[src/rtl/utd_pkg.sv]
`default_nettype none

package utd_pkg;

  // store geometry
  localparam int URN_DEPTH         = 65536;
  localparam int MAX_REINFORCEMENT = 64;

  localparam int ADDR_W   = $clog2(URN_DEPTH);
  localparam int CNT_W    = $clog2(URN_DEPTH + 1);
  // wide enough for count plus appended balls and for any 16-bit field
  localparam int SUM_W    = ((CNT_W > 16) ? CNT_W : 16) + 2;
  localparam int RHO_BITS = $clog2(MAX_REINFORCEMENT + 1);
  localparam int ADD_W    = ((RHO_BITS > 7) ? RHO_BITS : 7) + 1;

  localparam int COLOR_W = 16;
  localparam int STORE_W = COLOR_W + 1;

  localparam logic CMD_START = 1'b0;
  localparam logic CMD_DRAW  = 1'b1;

  localparam logic [1:0] STATUS_OK    = 2'd0;
  localparam logic [1:0] STATUS_RANGE = 2'd1;
  localparam logic [1:0] STATUS_FULL  = 2'd2;

  typedef struct packed {
    logic        cmd;
    logic [15:0] draw_index;
  } item_t;

  typedef struct packed {
    logic [15:0] drawn_color;
    logic        was_novelty;
    logic [1:0]  status;
    logic [16:0] urn_size;
  } result_t;

  typedef enum logic [2:0] {
    OP_NONE,
    OP_LATCH,
    OP_CHECK,
    OP_LOAD,
    OP_LOAD_END,
    OP_DRAW,
    OP_APPEND,
    OP_POST
  } op_t;

  typedef struct packed {
    logic is_start;
    logic start_ok;
    logic idx_ok;
    logic fits;
    logic load_done;
    logic append_done;
  } dp_status_t;

endpackage

`default_nettype wire

[src/rtl/utd_ctrl.sv]
`default_nettype none

module utd_ctrl (
  input  logic                clk,
  input  logic                rst,
  input  logic                item_valid,
  input  logic                result_stall,
  input  utd_pkg::dp_status_t status,
  output logic                item_stall,
  output logic                result_valid,
  output utd_pkg::op_t        op
);
  import utd_pkg::*;

  typedef enum logic [2:0] {
    S_IDLE,
    S_CHECK,
    S_LOAD,
    S_READ,
    S_APPEND,
    S_DONE
  } state_t;

  state_t state;
  state_t state_next;

  assign item_stall = (state != S_IDLE);

  always_comb begin
    state_next = state;
    op         = OP_NONE;
    case (state)
      S_IDLE: begin
        if (item_valid) begin
          op         = OP_LATCH;
          state_next = S_CHECK;
        end
      end
      S_CHECK: begin
        op = OP_CHECK;
        if (status.is_start) begin
          state_next = status.start_ok ? S_LOAD : S_DONE;
        end else begin
          state_next = status.idx_ok ? S_READ : S_DONE;
        end
      end
      S_LOAD: begin
        if (status.load_done) begin
          op         = OP_LOAD_END;
          state_next = S_DONE;
        end else begin
          op = OP_LOAD;
        end
      end
      S_READ: begin
        op         = OP_DRAW;
        state_next = status.fits ? S_APPEND : S_DONE;
      end
      S_APPEND: begin
        if (status.append_done) begin
          state_next = S_DONE;
        end else begin
          op = OP_APPEND;
        end
      end
      S_DONE: begin
        if (!result_valid || !result_stall) begin
          op         = OP_POST;
          state_next = S_IDLE;
        end
      end
      default: begin
        state_next = S_IDLE;
      end
    endcase
  end

  always_ff @(posedge clk) begin
    if (rst) begin
      state        <= S_IDLE;
      result_valid <= 1'b0;
    end else begin
      state <= state_next;
      if (op == OP_POST) begin
        result_valid <= 1'b1;
      end else if (!result_stall) begin
        result_valid <= 1'b0;
      end
    end
  end

`ifndef SYNTHESIS
  a_accept_checks: assert property (@(posedge clk) disable iff (rst)
    item_valid && !item_stall |=> state == S_CHECK)
    else $error("accepted transaction not checked next");

  a_post_from_done: assert property (@(posedge clk) disable iff (rst)
    $rose(result_valid) |-> $past(state) == S_DONE)
    else $error("result posted outside done state");
`endif

endmodule

`default_nettype wire

[config.mk]
export PLATFORM = sky130hd
export DESIGN_NAME = utd_ctrl
export DESIGN_NICKNAME = d
export VERILOG_FILES = /design/src/rtl/utd_pkg.sv /design/src/rtl/utd_ctrl.sv
export SDC_FILE = /design/constraint.sdc
export NUM_CORES = 1
export LEC_CHECK = 0
export BUFFER_PORTS_ARGS = -buffer_cell sky130_fd_sc_hd__buf_2
export CORE_AREA = 2 2 39 41
export DETAILED_ROUTE_END_ITERATION = 8
export DIE_AREA = 0 0 41 43
export PLACE_DENSITY = 0.6
export SYNTH_ARGS = -nofsm -noshare
export SYNTH_HDL_FRONTEND = slang
export SYNTH_SLANG_ARGS = --single-unit
[constraint.sdc]
create_clock -name clk -period 1.2 [get_ports clk]
set_clock_uncertainty 0.15 [all_clocks]
set_input_delay 0.24 -clock clk [delete_from_list [all_inputs] [get_ports clk]]
set_output_delay 0.24 -clock clk [all_outputs]
set_load 0.005 [all_outputs]
=== Word-level counts from Yosys, hierarchy flattened ===
Cells that the tools add are included.

* Register bits: 4
* Bits in latches: 0
* Memory bits (writable): 0
* Memory bits (read-only): 0
* Bits of input ports: 10
* Output and inout bits: 5
* Word-level logic and storage cells: 35
* Memories: 0

* Add/sub/neg operators: 0
* $mul: 0
* Div/mod/pow operators: 0
* Order comparisons: 0
* Equal/unequal tests: 11
* Shift operators: 0
* Mux-type cells: 16
* Bitwise logic cells: 0
* Reduce and logical (&&, ||, !) cells: 6

{| class="wikitable"
|+ Operator list
! kind !! number
|-
| 3-bit one-hot mux with 6 select lines || 2
|-
| 3-bit 2-to-1 mux || 10
|-
| 3-bit equality test (second input constant) || 3
|-
| 2-bit inequality test (second input constant) || 4
|-
| 3-bit by 2-bit equality test with 1-bit output (second input constant) || 2
|-
| 1-bit 2-to-1 mux || 4
|-
| 4-bit AND reduction || 1
|-
| 3-bit by 1-bit equality test with 1-bit output (second input constant) || 1
|-
| 3-bit zero test || 1
|-
| 3-bit nonzero test || 1
|-
| 1-bit zero test || 2
|-
| 2-bit by 1-bit inequality test with 1-bit output (second input constant) || 1
|-
| 1-bit logical OR || 1
|}

=== Depth between registers and ports, before layout ===
* Depth in word-level cells: 6
* Gate-level depth with buffers: 4
* Mapped depth without buffers: 3

=== Worst setup path before layout ===
OpenSTA, ideal clock, no wires.

* Kind: reg2out
* Start point: register state[1]
* End point: output op[0]
* Data arrival time: 0.871 ns
* Data required time: 0.810 ns
* Setup slack: -0.061 ns
* Stages on the path, launching flop included: 5
* Path buffers: 1
* Cells stage by stage: dfxtp_1 > buf_4 > nor2_1 > a21boi_0 > o22ai_1

* Longest elaborated chain between the ends: 2
* Elaborated cells on any way between the ends: 7
* Those cells by class: eq/ne: 5; mux: 1; reduce/logical: 1

{| class="wikitable"
|+ Ends and longest elaborated chain
! element !! RTL line !! text
|-
| start, declared || utd_ctrl.sv:24 || <nowiki>state_t state;</nowiki>
|-
| start signal, assigned || utd_ctrl.sv:83 || <nowiki>state <= state_next;</nowiki>
|-
| 3-bit equality test (tied with other cells) || utd_ctrl.sv:32 || <nowiki>case (state)</nowiki>
|-
| 3-bit one-hot mux with 6 select lines (*) || utd_ctrl.sv:32 ||
|-
| end, declared || utd_ctrl.sv:11 || <nowiki>output utd_pkg::op_t op</nowiki>
|}

Every way passes the cells marked *; elsewhere a longest branch is shown, timed or not.

=== Final worst setup path ===
Ends and elaborated chain as after synthesis.

==> impl_metrics.tcl <==
set metrics [dict create \
    fp.dieW_um 41 \
    syn_area_per_cell_um2 7.87 \
    boundaryPins 15 \
    min_period_over_period 1.32 \
    cp.arrival_ns 1.20 \
    port-buffer-count 14 \
    grt_max_degree 10 \
    final_cell_mix "buf_4 (15), buf_2 (14), nand2_1 (4)" \
    routed_via_density 4.85 \
    setup_ws_ns -0.390 \
    die_h_um 43 \
    rsz0062_at_grt "true" \
    grt_antenna_before_repair 0 \
    power_density_nw_per_um2 1060 \
    synth_area_leader_cell "dfxtp_1" \
    violations "setup timing" \
    finalSetupTns_ns -1.92 \
    path_class "flop to primary output" \
    relSlewSlack 0.868 \
    setup_viol 7 \
    tritoncts "yes" \
    tightest_slew_ns 0.197 \
    cts_buffers 3 \
    cts.sinks 4 \
    layout_min_cycle_time_ns 1.59 \
    cts_root_buf "clkbuf_4" \
    synth_top_area_frac 0.248 \
    hold_buffers 0 \
    synth_area_leaders "dfxtp_1 (25%), a21oi_1 (4.7%), mux2_4 (4.7%)" \
    drt-pass1-iter-count 4 \
    drc 0 \
    wire_per_inst_um 11.2 \
    first_iter_violations 2 \
    ys.flop_type "dfxtp_1" \
    grt_pass1_vias 392 \
    grt_first_pass_wirelength_um 1470 \
    n_fill_cell 144 \
    synth_edf_count 0 \
    status "finished, violations left" \
    grtUsageTotal 0.121 \
    synth_area_um2 323 \
    die_area_um2 1760 \
    p_total_w 0.000644 \
    ys_seq_area_frac 0.248 \
    ant_nets 0 \
    hold_class "input port to flop" \
    cp.required_ns 0.81 \
    vias 422 \
    dp_hpwl_um 746 \
    cts_htree_levels 1 \
    p_leak_nw 0.267 \
    layout-drive-gt1-share 0.648 \
    final_common_cell "buf_4" \
    design.core.area_um2 1380 \
    antenna_cells 0 \
    cp_max_fo 3 \
    clk_pin_slew_ns 0.03 \
    yosysWarnings 0 \
    rows 14 \
    nNetsFinal 83 \
    synth_fp_nets 51 \
    syn_inst 41 \
    start_kind "flop" \
    place_congestion 0.759 \
    grt_overflow_total 0 \
    initial_core_util 0.233 \
    maxCapViolCount 0 \
    async_flop_share 0 \
    synth-seq-cells 4 \
    clk_path_buf_depth 2 \
    irDropWorstVdd_mv 0.508 \
    routed_wirelength_um 971 \
    end_kind "primary output" \
    maxSlewViolCount 0 \
    hold_violations 0 \
    area_growth_pct 88.0 \
    clk-insertion-delay-late_ns 0.23 \
    synthDistinctLibCells 27 \
    fmax_ghz 0.629 \
]
metal layers:
| layer | global-route usage | wire [um] | vias up | share of wire |
|---|---|---|---|---|
| met5 | 0 | 0 | - | 0 |
| li1 | - | - | 215 | - |
| met1 | 0.141 | 394 | 194 | 0.41 |
| met3 | 0.0628 | 62 | 0 | 0.064 |
| met4 | 0.0200 | 0 | 0 | 0 |
| met2 | 0.194 | 514 | 13 | 0.53 |
cell families (layout without fill, tap and decap cells):
group           after synthesis  in the layout  synth area share
compound gates               15             15             0.341
simple gates                 14             14             0.244
buf+inv                       6             36            0.0892
mux                           2              2            0.0775
flops                         4              4             0.248
cells in the mapped netlist (all sizes together), types with 2 or more instances:
master and count:
a21boi 2, buf 3, nand3b 2, o22ai 2
dfxtp 4, inv 3, or3 2, a21oi 4
nand2 5
final timing paths:
kind | end | startpoint | depth (start not counted) | slack (ns)
setup / recovery | op[0] | state[1] | 4 | -0.39
hold reg to reg | state[1] | state[2] | 2 | 0.44
setup reg to reg | state[0] | state[1] | 4 | -0.23
hold / removal | state[2] | rst | 2 | 0.06
what timing repair did:
| item | in CTS | in global routing |
|---|---|---|
| endpoints found under the setup margin | 7 | 7 |
| buffers inserted | 0 | 0 |
| endpoints found under the hold margin | 0 | 0 |
| pin swaps | 2 | 2 |
| resized for setup | 6 | 5 |
metrics by stage:
stage	util	worst slack, ns	area (um^2)	hold slack (ns)	instances
3_3_place_gp	0.389	-0.231	538	0.311	84
2_1_floorplan	-	-0.0212	355	0.152	41
4_1_cts	0.415	-0.411	574	0.0580	87
6_report	0.439	-0.390	607	0.0629	87
3_5_place_dp	0.389	-0.234	538	0.319	84
5_1_grt	0.439	-0.458	607	0.0676	87
registers in the layout, indices dropped and copies added (netlist names):
register / flops
state: 3
result_valid: 1
worst max-delay path: stages (launching register included):
cell and delay, ns:
dfxtp_2 0.33, or2b_1 0.27, a21boi_1 0.14, o22ai_1 0.10
buf_2 0.13
report_power, final:
group	total (W)	internal, W	switching (W)	leakage [nW]
logic	0.000302	0.000177	0.000125	0.219
registers	0.000178	0.000151	0.0000273	0.0342
clock network	0.000164	0.000112	0.0000524	0.0138
total	0.000644	0.000439	0.000205	0.267
layout make-up:
cell class                      instances  area [um^2]  share of cell area
Tap cell                               16         20.0              0.0330
Clock buffer                            3         22.5              0.0371
Timing Repair Buffer                   30          194               0.320
Multi-Input combinational cell         31          273               0.449
Sequential cell                         4         86.3               0.142
Inverter                                3         11.3              0.0186
No activity file was read; power rests on OpenSTA's default activity.
